===== src/sv/hf_pkg.sv =====
// ----------------------------------------------------------------------------
// hf_pkg: shared types and constants for the Hamilton filter step
// Payload structs, sequencer state codes and fixed-point constants.
// ----------------------------------------------------------------------------
package hf_pkg;

    localparam int unsigned MaxRegimes = 4;
    localparam logic [15:0] OneQ15     = 16'h8000;

    typedef struct packed {
        logic        series_start;
        logic [31:0] lik_0;
        logic [31:0] lik_1;
        logic [31:0] lik_2;
        logic [31:0] lik_3;
    } t_in_item;

    typedef struct packed {
        logic [31:0] mix_likelihood;
        logic [15:0] prob_0;
        logic [15:0] prob_1;
        logic [15:0] prob_2;
        logic [15:0] prob_3;
        logic        zero_sum_flag;
    } t_out_item;

    typedef enum logic [2:0] {
        ST_IDLE,
        ST_MAC,
        ST_WEIGHT,
        ST_DIV_START,
        ST_DIV_WAIT,
        ST_OUT
    } t_state;

    // Start request and operands to the divider; done comes back separately.
    typedef struct packed {
        logic        start;
        logic [63:0] num;
        logic [49:0] den;
    } t_div_req;

endpackage


===== src/sv/hf_div.sv =====
// ----------------------------------------------------------------------------
// hf_div: radix-2 restoring divider
// Unsigned 64-bit by 50-bit division with a quotient below 2^16, one quotient
// bit per cycle.
// ----------------------------------------------------------------------------
module hf_div
    import hf_pkg::*;
(
    input  logic        i_clk,
    input  logic        i_rst_n,
    input  t_div_req    i_req,
    output logic        o_done,
    output logic [15:0] o_quot
);

    localparam int unsigned NumW = 64;

    logic [NumW-1:0] r_num, n_num;
    logic [49:0]     r_rem, n_rem;
    logic [49:0]     r_den, n_den;
    logic [5:0]      r_cnt, n_cnt;
    logic            r_busy, n_busy;
    logic            r_done, n_done;
    logic [50:0]     w_shift;
    logic [51:0]     w_diff;

    always_comb begin
        w_shift = {r_rem, r_num[NumW-1]};
        w_diff  = {1'b0, w_shift} - {2'b00, r_den};
        n_num   = r_num;
        n_rem   = r_rem;
        n_den   = r_den;
        n_cnt   = r_cnt;
        n_busy  = r_busy;
        n_done  = 1'b0;
        if (i_req.start) begin
            // Quotient fits 16 bits, so the top 48 numerator bits start below den.
            n_num  = {i_req.num[15:0], 48'd0};
            n_den  = i_req.den;
            n_rem  = 50'(i_req.num[63:16]);
            n_cnt  = 6'd16;
            n_busy = 1'b1;
        end else if (r_busy) begin
            n_num = {r_num[NumW-2:0], ~w_diff[51]};
            n_rem = w_diff[51] ? w_shift[49:0] : w_diff[49:0];
            n_cnt = r_cnt - 6'd1;
            if (r_cnt == 6'd1) begin
                n_busy = 1'b0;
                n_done = 1'b1;
            end
        end
    end

    always_ff @(posedge i_clk) begin
        if (!i_rst_n) begin
            r_busy <= 1'b0;
            r_done <= 1'b0;
            r_cnt  <= '0;
        end else begin
            r_busy <= n_busy;
            r_done <= n_done;
            r_cnt  <= n_cnt;
        end
        r_num <= n_num;
        r_rem <= n_rem;
        r_den <= n_den;
    end

    // Quotient never exceeds 32768, so the low bits hold it.
    assign o_done = r_done;
    assign o_quot = r_num[15:0];

    a_done_pulse: assert property (@(posedge i_clk) disable iff (!i_rst_n)
        r_done |=> !r_done) else $error("divider done held");
    a_busy_cnt: assert property (@(posedge i_clk) disable iff (!i_rst_n)
        (r_busy && !i_req.start) |-> r_cnt != 6'd0) else $error("busy with zero count");
    a_done_after: assert property (@(posedge i_clk) disable iff (!i_rst_n)
        r_done |-> $past(r_busy)) else $error("done without work");

endmodule


===== src/sv/hf_core.sv =====
// ----------------------------------------------------------------------------
// hf_core: sequencer and shared multiply-accumulate unit
// Runs prediction MACs, weighting and normalization for one time step.
// ----------------------------------------------------------------------------
module hf_core
    import hf_pkg::*;
#(
    parameter int unsigned NUM_STATES = 4
) (
    input  logic              i_clk,
    input  logic              i_rst_n,
    input  logic [4*64-1:0]   i_trans,
    input  logic              i_valid,
    output logic              o_stall,
    input  t_in_item          i_data,
    output logic              o_valid,
    input  logic              i_stall,
    output t_out_item         o_data
);

    localparam int unsigned NReg = (NUM_STATES < 1) ? 1 :
        ((NUM_STATES > MaxRegimes) ? MaxRegimes : NUM_STATES);
    localparam logic [15:0] Uniform = 16'(32'(OneQ15) / NReg);

    t_state      r_state, n_state;
    logic [15:0] r_prob [MaxRegimes];
    logic [15:0] n_prob [MaxRegimes];
    logic [48:0] r_w    [MaxRegimes];
    logic [48:0] n_w    [MaxRegimes];
    logic [31:0] r_lik  [MaxRegimes];
    logic [1:0]  r_i, n_i, r_j, n_j;
    logic [33:0] r_acc, n_acc;
    logic [31:0] r_prod, n_prod;
    logic        r_pv, n_pv;
    logic [50:0] r_sum, n_sum;
    logic        r_flag, n_flag;
    logic        r_ov, n_ov;
    t_out_item   r_out, n_out;
    t_div_req    w_req;
    logic        w_ddone;
    logic [15:0] w_quot;
    logic [15:0] w_tf;
    logic [34:0] w_accr;
    logic [18:0] w_pred;
    logic [15:0] w_predsat;
    logic [47:0] w_wmul;
    logic [51:0] w_mixr;
    logic [15:0] w_outp [MaxRegimes];
    logic        w_last_j, w_last_i;

    hf_div u_div (
        .i_clk  (i_clk),
        .i_rst_n(i_rst_n),
        .i_req  (w_req),
        .o_done (w_ddone),
        .o_quot (w_quot)
    );

    always_comb begin
        w_tf      = i_trans[{r_j, r_i, 4'b0000} +: 16];
        w_accr    = {1'b0, r_acc} + 35'h4000;
        w_pred    = w_accr[33:15];
        w_predsat = (w_pred > 19'(OneQ15)) ? OneQ15 : w_pred[15:0];
        w_wmul    = 48'(w_predsat) * 48'(r_lik[r_i]);
        w_mixr    = {1'b0, r_sum} + 52'h4000;
        w_last_j  = (32'(r_j) == NReg - 1);
        w_last_i  = (32'(r_i) == NReg - 1);
        for (int k = 0; k < MaxRegimes; k++) begin
            w_outp[k] = (k < NReg) ? r_prob[k] : 16'd0;
        end
    end

    always_comb begin
        n_state = r_state;
        n_prob  = r_prob;
        n_w     = r_w;
        n_i     = r_i;
        n_j     = r_j;
        n_acc   = r_acc;
        n_prod  = r_prod;
        n_pv    = 1'b0;
        n_sum   = r_sum;
        n_flag  = r_flag;
        n_ov    = r_ov;
        n_out   = r_out;
        w_req   = '{start: 1'b0, num: {r_w[r_i], 15'd0} + 64'(r_sum[50:1]),
                    den: r_sum[49:0]};
        o_stall = 1'b1;
        if (r_ov && !i_stall) begin
            n_ov = 1'b0;
        end
        case (r_state)
            ST_IDLE: begin
                o_stall = 1'b0;
                if (i_valid) begin
                    n_i    = '0;
                    n_j    = '0;
                    n_acc  = '0;
                    n_sum  = '0;
                    n_flag = 1'b0;
                    if (i_data.series_start) begin
                        for (int k = 0; k < MaxRegimes; k++) begin
                            n_prob[k] = (k < NReg) ? Uniform : 16'd0;
                        end
                        n_state = ST_OUT;
                    end else begin
                        n_state = ST_MAC;
                    end
                end
            end
            ST_MAC: begin
                // Multiply stage feeds the accumulate stage through the registered product, added in the next cycle.
                n_prod = 32'(w_tf) * 32'(r_prob[r_j]);
                n_pv   = 1'b1;
                n_j    = r_j + 2'd1;
                if (w_last_j) begin
                    n_j     = '0;
                    n_state = ST_WEIGHT;
                end
                if (r_pv) begin
                    n_acc = r_acc + 34'(r_prod);
                end
            end
            ST_WEIGHT: begin
                if (r_pv) begin
                    n_acc = r_acc + 34'(r_prod);
                end else begin
                    n_w[r_i] = {1'b0, w_wmul};
                    n_sum    = r_sum + 51'(w_wmul);
                    n_acc    = '0;
                    if (w_last_i) begin
                        n_i     = '0;
                        n_state = ST_DIV_START;
                    end else begin
                        n_i     = r_i + 2'd1;
                        n_state = ST_MAC;
                    end
                end
            end
            ST_DIV_START: begin
                if (r_sum == '0) begin
                    n_flag  = 1'b1;
                    n_state = ST_OUT;
                end else begin
                    w_req.start = 1'b1;
                    n_state     = ST_DIV_WAIT;
                end
            end
            ST_DIV_WAIT: begin
                if (w_ddone) begin
                    n_prob[r_i] = w_quot;
                    if (w_last_i) begin
                        n_state = ST_OUT;
                    end else begin
                        n_i         = r_i + 2'd1;
                        w_req.start = 1'b1;
                        w_req.num   = {r_w[r_i + 2'd1], 15'd0} + 64'(r_sum[50:1]);
                    end
                end
            end
            ST_OUT: begin
                // Hold until the previous result has left.
                if (!r_ov || !i_stall) begin
                    n_out.mix_likelihood = (r_flag || r_sum == '0) ? 32'd0 :
                        ((w_mixr[51:47] != '0) ? 32'hFFFF_FFFF : w_mixr[46:15]);
                    n_out.prob_0        = w_outp[0];
                    n_out.prob_1        = w_outp[1];
                    n_out.prob_2        = w_outp[2];
                    n_out.prob_3        = w_outp[3];
                    n_out.zero_sum_flag = r_flag;
                    n_ov                = 1'b1;
                    n_state             = ST_IDLE;
                end
            end
            default: n_state = ST_IDLE;
        endcase
    end

    always_ff @(posedge i_clk) begin
        if (!i_rst_n) begin
            r_state <= ST_IDLE;
            r_ov    <= 1'b0;
            r_pv    <= 1'b0;
            for (int k = 0; k < MaxRegimes; k++) begin
                r_prob[k] <= (k < NReg) ? Uniform : 16'd0;
            end
        end else begin
            r_state <= n_state;
            r_ov    <= n_ov;
            r_pv    <= n_pv;
            r_prob  <= n_prob;
        end
        r_w    <= n_w;
        r_i    <= n_i;
        r_j    <= n_j;
        r_acc  <= n_acc;
        r_prod <= n_prod;
        r_sum  <= n_sum;
        r_flag <= n_flag;
        r_out  <= n_out;
        if (r_state == ST_IDLE && i_valid) begin
            r_lik[0] <= i_data.lik_0;
            r_lik[1] <= i_data.lik_1;
            r_lik[2] <= i_data.lik_2;
            r_lik[3] <= i_data.lik_3;
        end
    end

    assign o_valid = r_ov;
    assign o_data  = r_out;

    a_no_accept_busy: assert property (@(posedge i_clk) disable iff (!i_rst_n)
        (r_state != ST_IDLE) |-> o_stall) else $error("accepting while busy");
    a_out_holds: assert property (@(posedge i_clk) disable iff (!i_rst_n)
        (r_ov && i_stall) |=> (r_ov && $stable(r_out))) else $error("result lost");
    a_div_only_wait: assert property (@(posedge i_clk) disable iff (!i_rst_n)
        w_ddone |-> r_state == ST_DIV_WAIT) else $error("stray divider result");
    a_flag_zero: assert property (@(posedge i_clk) disable iff (!i_rst_n)
        (r_ov && r_out.zero_sum_flag) |-> r_out.mix_likelihood == 32'd0)
        else $error("flag with nonzero mix");

endmodule


===== src/sv/hamilton_filter_step.sv =====
// ----------------------------------------------------------------------------
// hamilton_filter_step: Markov-switching Hamilton filter, one step per item
// APB-programmed transition rows, sequenced MAC and serial normalization.
// ----------------------------------------------------------------------------
//  channel | direction | handshake          | payload
//  in      | input     | i_valid / o_stall  | i_data  (t_in_item)
//  out     | output    | o_valid / i_stall  | o_data  (t_out_item)
//  cfg     | input     | APB psel/penable   | pwdata 64 bit, paddr 5 bit
//
// A step runs, from one accepted transaction to the next, the prediction MACs
// and weighting for each regime, then one pass per regime through the shared
// bit-serial divider, plus sequencing; the divider dominates the step time.
// A zero weight sum skips the divider; a series start goes straight to output.
// Reset gives the identity transition matrix and uniform probabilities.
// A waiting result holds under i_stall; the next one waits behind it.
module hamilton_filter_step
    import hf_pkg::*;
#(
    parameter int unsigned NUM_STATES = 4
) (
    input  logic        i_clk,
    input  logic        i_rst_n,
    input  logic        i_valid,
    output logic        o_stall,
    input  t_in_item    i_data,
    output logic        o_valid,
    input  logic        i_stall,
    output t_out_item   o_data,
    input  logic        psel,
    input  logic        penable,
    input  logic        pwrite,
    input  logic [4:0]  paddr,
    input  logic [63:0] pwdata,
    output logic [63:0] prdata,
    output logic        pready
);

    logic [63:0] r_trans [MaxRegimes];
    logic [1:0]  w_idx;

    assign w_idx  = paddr[4:3];
    assign pready = 1'b1;
    assign prdata = r_trans[w_idx];

    always_ff @(posedge i_clk) begin
        if (!i_rst_n) begin
            for (int k = 0; k < MaxRegimes; k++) begin
                r_trans[k] <= 64'(OneQ15) << (16 * k);
            end
        end else if (psel && penable && pwrite) begin
            r_trans[w_idx] <= pwdata;
        end
    end

    hf_core #(.NUM_STATES(NUM_STATES)) u_core (
        .i_clk  (i_clk),
        .i_rst_n(i_rst_n),
        .i_trans({r_trans[3], r_trans[2], r_trans[1], r_trans[0]}),
        .i_valid(i_valid),
        .o_stall(o_stall),
        .i_data (i_data),
        .o_valid(o_valid),
        .i_stall(i_stall),
        .o_data (o_data)
    );

endmodule

===== config.mk =====
export PLATFORM = sky130hd
export DESIGN_NAME = hamilton_filter_step
export DESIGN_NICKNAME = d
export VERILOG_FILES = /design/src/sv/hf_pkg.sv /design/src/sv/hf_div.sv /design/src/sv/hf_core.sv /design/src/sv/hamilton_filter_step.sv
export SDC_FILE = /design/constraint.sdc
export NUM_CORES = 2
export LEC_CHECK = 0
export BUFFER_PORTS_ARGS = -buffer_cell sky130_fd_sc_hd__clkbuf_2
export CORE_MARGIN = 2
export CORE_UTILIZATION = 45
export DETAILED_ROUTE_END_ITERATION = 7
export GPL_TIMING_DRIVEN = 0
export SLEW_MARGIN = 20
export SYNTH_ARGS = -nofsm -noshare
export SYNTH_HDL_FRONTEND = slang
export SYNTH_SLANG_ARGS = --single-unit

===== constraint.sdc =====
create_clock -name i_clk -period 12.05 [get_ports i_clk]
set_input_delay 1.205 -clock i_clk [delete_from_list [all_inputs] [get_ports i_clk]]
set_output_delay 1.205 -clock i_clk [all_outputs]
set_load 0.01 [all_outputs]

== After elaboration in Yosys (flattened, before gate mapping) ==
Memory sizes are Yosys's and may differ from the RTL's. A register that Yosys moved wholly into a read port is not among the register bits.
Cells that the tools add are included.

* Register bits: 656
* Memory bits (writable): 384
* Bits of input ports: 205
* Output and inout port bits: 164
* Logic and storage cells: 188
* Memories: 2

* Add/sub/neg operators: 10
* $mul: 2
* Magnitude comparators: 5
* Equal/unequal tests: 18
* Shift operators: 1
* Muxes and demuxes: 80
* Bitwise operators: 7
* Reductions and logical operators: 31

{| class="wikitable"
|+ Memory list
! name !! depth !! width !! read ports !! clocked after Yosys merged registers in !! wr ports !! line !! source
|-
| r_trans || 4 || 64 || 5 || 0 || 4 || hamilton_filter_step.sv:38 || <nowiki>logic [63:0] r_trans [MaxRegimes];</nowiki>
|-
| u_core.r_lik || 4 || 32 || 1 || 1 || 4 || hf_core.sv:30 || <nowiki>logic [31:0] r_lik [MaxRegimes];</nowiki>
|}

{| class="wikitable"
|+ Operators by type and width
! kind !! count
|-
| 64-bit 2-to-1 mux || 7
|-
| 256-bit by 9-bit indexed part select with 16-bit output || 1
|-
| 49-bit 2-to-1 mux || 5
|-
| 49-bit binary-select mux with 2-bit select || 2
|-
| 196-bit bitwise mux || 1
|-
| 65-bit 2-to-1 mux || 2
|-
| 64-bit by 50-bit adder with 64-bit output || 2
|-
| 64-bit one-hot mux with 2 select lines || 1
|-
| 34-bit 2-to-1 mux || 3
|-
| 51-bit 2-to-1 mux || 2
|-
| 34-bit one-hot mux with 3 select lines || 1
|-
| 51-bit one-hot mux with 2 select lines || 1
|-
| 49-bit demux with 2-bit select || 1
|-
| 48-bit 2-to-1 mux || 2
|-
| 64-bit bitwise mux || 1
|-
| 16-bit 2-to-1 mux || 4
|-
| 64-bit OR reduction || 1
|-
| 51-bit by 15-bit adder with 52-bit output (second input constant) || 1
|-
| 51-bit by 50-bit subtractor with 52-bit output || 1
|-
| 51-bit by 48-bit adder with 51-bit output || 1
|-
| 51-bit logical NOT || 1
|-
| 50-bit 2-to-1 mux || 1
|-
| 16-bit by 32-bit multiplier with 48-bit output || 1
|-
| 34-bit by 15-bit adder with 34-bit output (second input constant) || 1
|-
| other kinds (41) || 110
|}

== Logic depth before layout (Yosys ltp) ==
* Depth after elaboration: 10
* Gate-level depth with buffers: 50
* Gate-level depth less buffers: 48

== By module ==
From an unflattened synthesis, not the netlist that was laid out.

* Cell total of the unflattened synthesis: 7417
* Area, all modules: 80733.7 µm²

{| class="wikitable"
|+ Modules (own cells, without submodules)
! module !! times used !! cells an instance !! area each (µm²) !! sequential area each (µm²)
|-
| hf_core || 1 || 5699 || 59826.1 || 17606.9
|-
| hamilton_filter_step || 1 || 715 || 10979.3 || 7687.4
|-
| hf_div || 1 || 1003 || 9928.3 || 4584.4
|}

== Worst setup path after synthesis ==
No wires, ideal clock.

* Path kind: register to register
* From: reg u_core.r_acc[14]
* To: reg u_core.r_sum[47] (data pin)
* Setup time: 0.255 ns
* Data arrival time: 10.102 ns
* Required time: 11.795 ns
* Path slack: 1.693 ns
* Cell stages (with the launch flop): 47
* Path buffers: 3
* Clock period less this slack: 10.357 ns
* Path through: edfxtp_1 -> ha_1 -> nand2_1 -> nor2_1 -> nand2_1 -> nor2_1 -> nor3_1 -> o211ai_1 -> o41ai_1 -> and2_1 -> a31oi_2 -> buf_2 -> nor2_1 -> clkbuf_1 -> and2_1 -> fa_1 -> inv_1 -> fa_1 -> [... 11 more ...] -> a21oi_1 -> o21bai_1 -> a21o_1 -> a211oi_1 -> a2111oi_0 -> ha_1 -> clkbuf_1 -> nand4_1 -> nor3_1 -> and4_1 -> a22o_1 -> or4_1 -> a31oi_1 -> o2111ai_1 -> nand2_1 -> o21ai_1 -> xor2_1 -> and2_1

* Word-level cells in the longest chain between the ends: 7

{| class="wikitable"
|+ RTL lines
! what !! line !! source
|-
| start, declared || hf_core.sv:32 || <nowiki>logic [33:0] r_acc, n_acc;</nowiki>
|-
| start signal, assigned || hf_core.sv:196 || <nowiki>r_acc <= n_acc;</nowiki>
|-
| 34-bit by 15-bit adder with 34-bit output (*) || hf_core.sv:61 || <nowiki>w_accr = {1'b0, r_acc} + 35'h4000;</nowiki>
|-
| 19-bit by 16-bit greater-than comparator with 1-bit output || hf_core.sv:63 || <nowiki>w_predsat = (w_pred > 19'(OneQ15)) ? OneQ15 : w_pred[15:0];</nowiki>
|-
| 16-bit 2-to-1 mux (*) || hf_core.sv:63 ||
|-
| 16-bit by 32-bit multiplier with 48-bit output (*) || hf_core.sv:64 || <nowiki>w_wmul = 48'(w_predsat) * 48'(r_lik[r_i]);</nowiki>
|-
| named net u_core.w_wmul[20] || hf_core.sv:46 || <nowiki>logic [47:0] w_wmul;</nowiki>
|-
| 51-bit by 48-bit adder with 51-bit output (*) || hf_core.sv:129 || <nowiki>n_sum = r_sum + 51'(w_wmul);</nowiki>
|-
| 51-bit 2-to-1 mux (*) || hf_core.sv:125 || <nowiki>if (r_pv) begin</nowiki>
|-
| 51-bit one-hot mux with 2 select lines (*) || hf_core.sv:92 || <nowiki>case (r_state)</nowiki>
|-
| end signal, assigned || hf_core.sv:198 || <nowiki>r_sum <= n_sum;</nowiki>
|-
| end, declared || hf_core.sv:35 || <nowiki>logic [50:0] r_sum, n_sum;</nowiki>
|}

Mark *: on every way through the listed nets, which the timed path passes. The rest lies on a longest branch. The select of a mux whose other input is x is not followed.
A chain may end at the register's enable or synchronous reset.

== Worst setup path after layout ==
* From: reg u_core.r_acc[14]
* To: reg u_core.r_sum[50] (data pin)

The elaborated chain is that of the path after synthesis.

==> metrics.txt <==
Worst Tran Pin Value ~1.2 ns; number of synthesized flops with an enable pin about 910; H-tree depth 3; Worst Reg-to-Reg Cells 46; Pre-antenna DRT Iters 7; metal2 WL between 100 and 150 mm; DIE HEIGHT about 420 um; total of max-cap violations 0; cell area after synthesis 0.0796 mm^2; CP required about 13 ns; Tot GR Track Use 0.270; hold buffers post-CTS 0; Setup CP Type register to register; vias per cell 5.69; ANT nets after route 0; Setup crit start u_core.r_acc[14]$_SDFFCE_PN0P_; final RePlAce weighted congestion ~0.96; Worst Setup Start Kind register; CTS tree yes; largest net degree at the start of global routing between 60 and 70; Total Wirelength around 240 mm; worst path bufs/invs 7; layout cells sized above 1 0.137; DP HPWL 193 mm; Critical-path top delay cell fa_1; WP data arrival between 10 and 15 ns; #FFs+latches synth approximately 1.0k; initial core utilization 0.452; initial antenna violation count 18; largest area contributor in the netlist edfxtp_1; clk buf depth 3; DRC 0; Final nets approximately 9.0k; Core Area approximately 0.18 mm^2; clock slew at reported path FFs 0.06 ns; Filler cells 15.7k; grt ovf 0; worst reg2reg endpoint u_core.r_sum[50]$_SDFFCE_PN0P_; post-layout min period around 12 ns; CTS buffer count about 110; die span in x ~420 um; final period utilization 0.977; met3 routed WL roughly 20 mm; Synth Flop Type edfxtp_1; Ports about 370; initial DRC count about 5.3k; final setup fails 0; worst-path fanout max 11; Final WS setup around 0.27 ns; Worst path top cell family by delay compound AO/OA/AOI/OAI gates; CTS sink cnt between 1k and 1.5k; clock latency on the worst-skew pair around 0.8 ns; slew margin rel. 0.194; Cell variety after synth slightly below 90; row cnt about 150; outcome finished clean; Area contributors post-synth edfxtp_1, fa_1, mux4_2; DP Worst Slack -0.866 ns; final-report hold violation count 0; Worst setup EP type register; Max Slew Vio Count 0; Tightest Hold Check Type register to register; fraction of registers with async set/reset 0; commonest cells in the synthesized netlist edfxtp_1, inv_1, nand2_1, fa_1, nor2_1; Hold Path Origin u_core.r_prob[0]$_SDFFE_PN0P_; top sig layer met4; reg2reg setup slack between 0.2 and 0.3 ns; post-synth net total around 8.5k; routed length per instance roughly 24 um; clk_skew around 0.080 ns; worst reg2reg startpoint u_core.r_acc[14]$_SDFFCE_PN0P_; Seq/Total Area, Yosys 0.375; clock root cell clkbuf_16; DR vias between 50k and 60k; Yosys warning count 0; Critical Path Sink u_core.r_sum[50]$_SDFFCE_PN0P_; Max Clk Rate roughly 85 MHz; Area Overhead vs Synth 12.2%; number of global-route vias before repair 58.7k; unrepaired setup endpoints after global routing true; Avg Synthesized Cell Area around 11 um^2; Metal-1 WL just over 100 mm; WP depth 46; top-area cell type share of the netlist area 0.343; die outline area ~0.18 mm^2; most common cell in the synthesized netlist edfxtp_1; Worst path max stage delay just under 0.6 ns; first-pass GRT wire length 364 mm; I/O Buffers approximately 360; Cells after Synth roughly 7.3k; most used cell, CP fa_1
==> layout by cell type (no fill, tap or decap), types with 270 or more instances in the layout <==
cell type / Yosys / layout
and2_1: 427 / 425
ha_1: 435 / 434
nor2_1: 543 / 534
a21oi_1: 347 / 342
nand2_1: 770 / 769
clkbuf_2: 1 / 380
mux4_2: 270 / 270
inv_1: 804 / 803
edfxtp_1: 909 / 909
fa_1: 617 / 617
==> worst min-delay path by stage <==
stage                                              to  cells after the start
after CTS                  u_core.o_data[1]$_DFFE_PP_                      0
after global placement     u_core.o_data[1]$_DFFE_PP_                      0
after floorplan            u_core.o_data[0]$_DFFE_PP_                      0
final                      u_core.o_data[1]$_DFFE_PP_                      0
after global routing      u_core.o_data[42]$_DFFE_PP_                      0
after detailed placement  u_core.o_data[17]$_DFFE_PP_                      0
==> worst register-to-register path, delay by kind of cell, from the launching register on <==
| family | cells | cell delay [ns] |
|---|---|---|
| xor+xnor | 1 | 0.21 |
| flops | 1 | 0.43 |
| buf+inv | 7 | 1.17 |
| simple gates | 12 | 1.74 |
| compound gates | 17 | 4.17 |
| fa+ha+maj | 9 | 3.76 |
==> state kept, by name (all words and copies together), names as in the netlist, 51 cells and up, named ones only <==
signal	count
u_core.r_w	192
r_trans	256
u_core.r_sum	51
u_core.u_div.r_num	64
u_core.o_data	97
u_core.r_prob	64
u_core.r_lik	128
==> repair_timing <==
item	in CTS	in global routing
endpoints found under the hold margin	0	0
endpoints found under the setup margin	18	18
pin swaps	0	4
buffers inserted	3	4
gates resized for setup	31	52
==> per-layer routing <==
layer / GRT usage / vias up
met5: 0 / -
met4: 0.114 / 0
met3: 0.0451 / 437
met2: 0.427 / 2385
met1: 0.368 / 29300
li1: - / 26200
==> final cells by class <==
type	instances	area, um^2	share of cell area
multi-input cells	5070	45700	0.512
flip-flops and latches	1038	29900	0.335
clock buffers	147	3050	0.0342
inverters	804	3020	0.0338
well taps	2340	2930	0.0328
repair buffers	429	2610	0.0293
plain buffers	332	1400	0.0156
clock inverters	64	636	0.00712
diodes	19	47.5	0.000533
==> kinds of logic after synthesis <==
group                      count (synthesis)  share of synthesized area
and+or+nand+nor                         2234                      0.133
buffers and inverters                   1142                     0.0551
AOI/OAI and AO/OA                       1102                     0.0897
adders and majority gates               1052                      0.224
DFF                                     1038                      0.375
muxes                                    363                     0.0884
xor gates and xnor gates                 318                     0.0350
other                                      1                  0.0000471
==> per-stage QoR <==
step	setup TNS (ns)	instances	hold slack [ns]	utilization	area, um^2
final	0	10200	0.464	0.507	89300
after global routing	-0.0923	10200	0.466	0.507	89300
after floorplan	0	7250	0.418	-	79600
after CTS	0	10200	0.460	0.506	89000
after detailed placement	-9.43	10000	0.442	0.484	85200
after global placement	-186.69	9953	0.438	0.479	84300
Power is not shown: default switching activity piles up to over one toggle a cycle in this logic, so the estimate is an artifact.
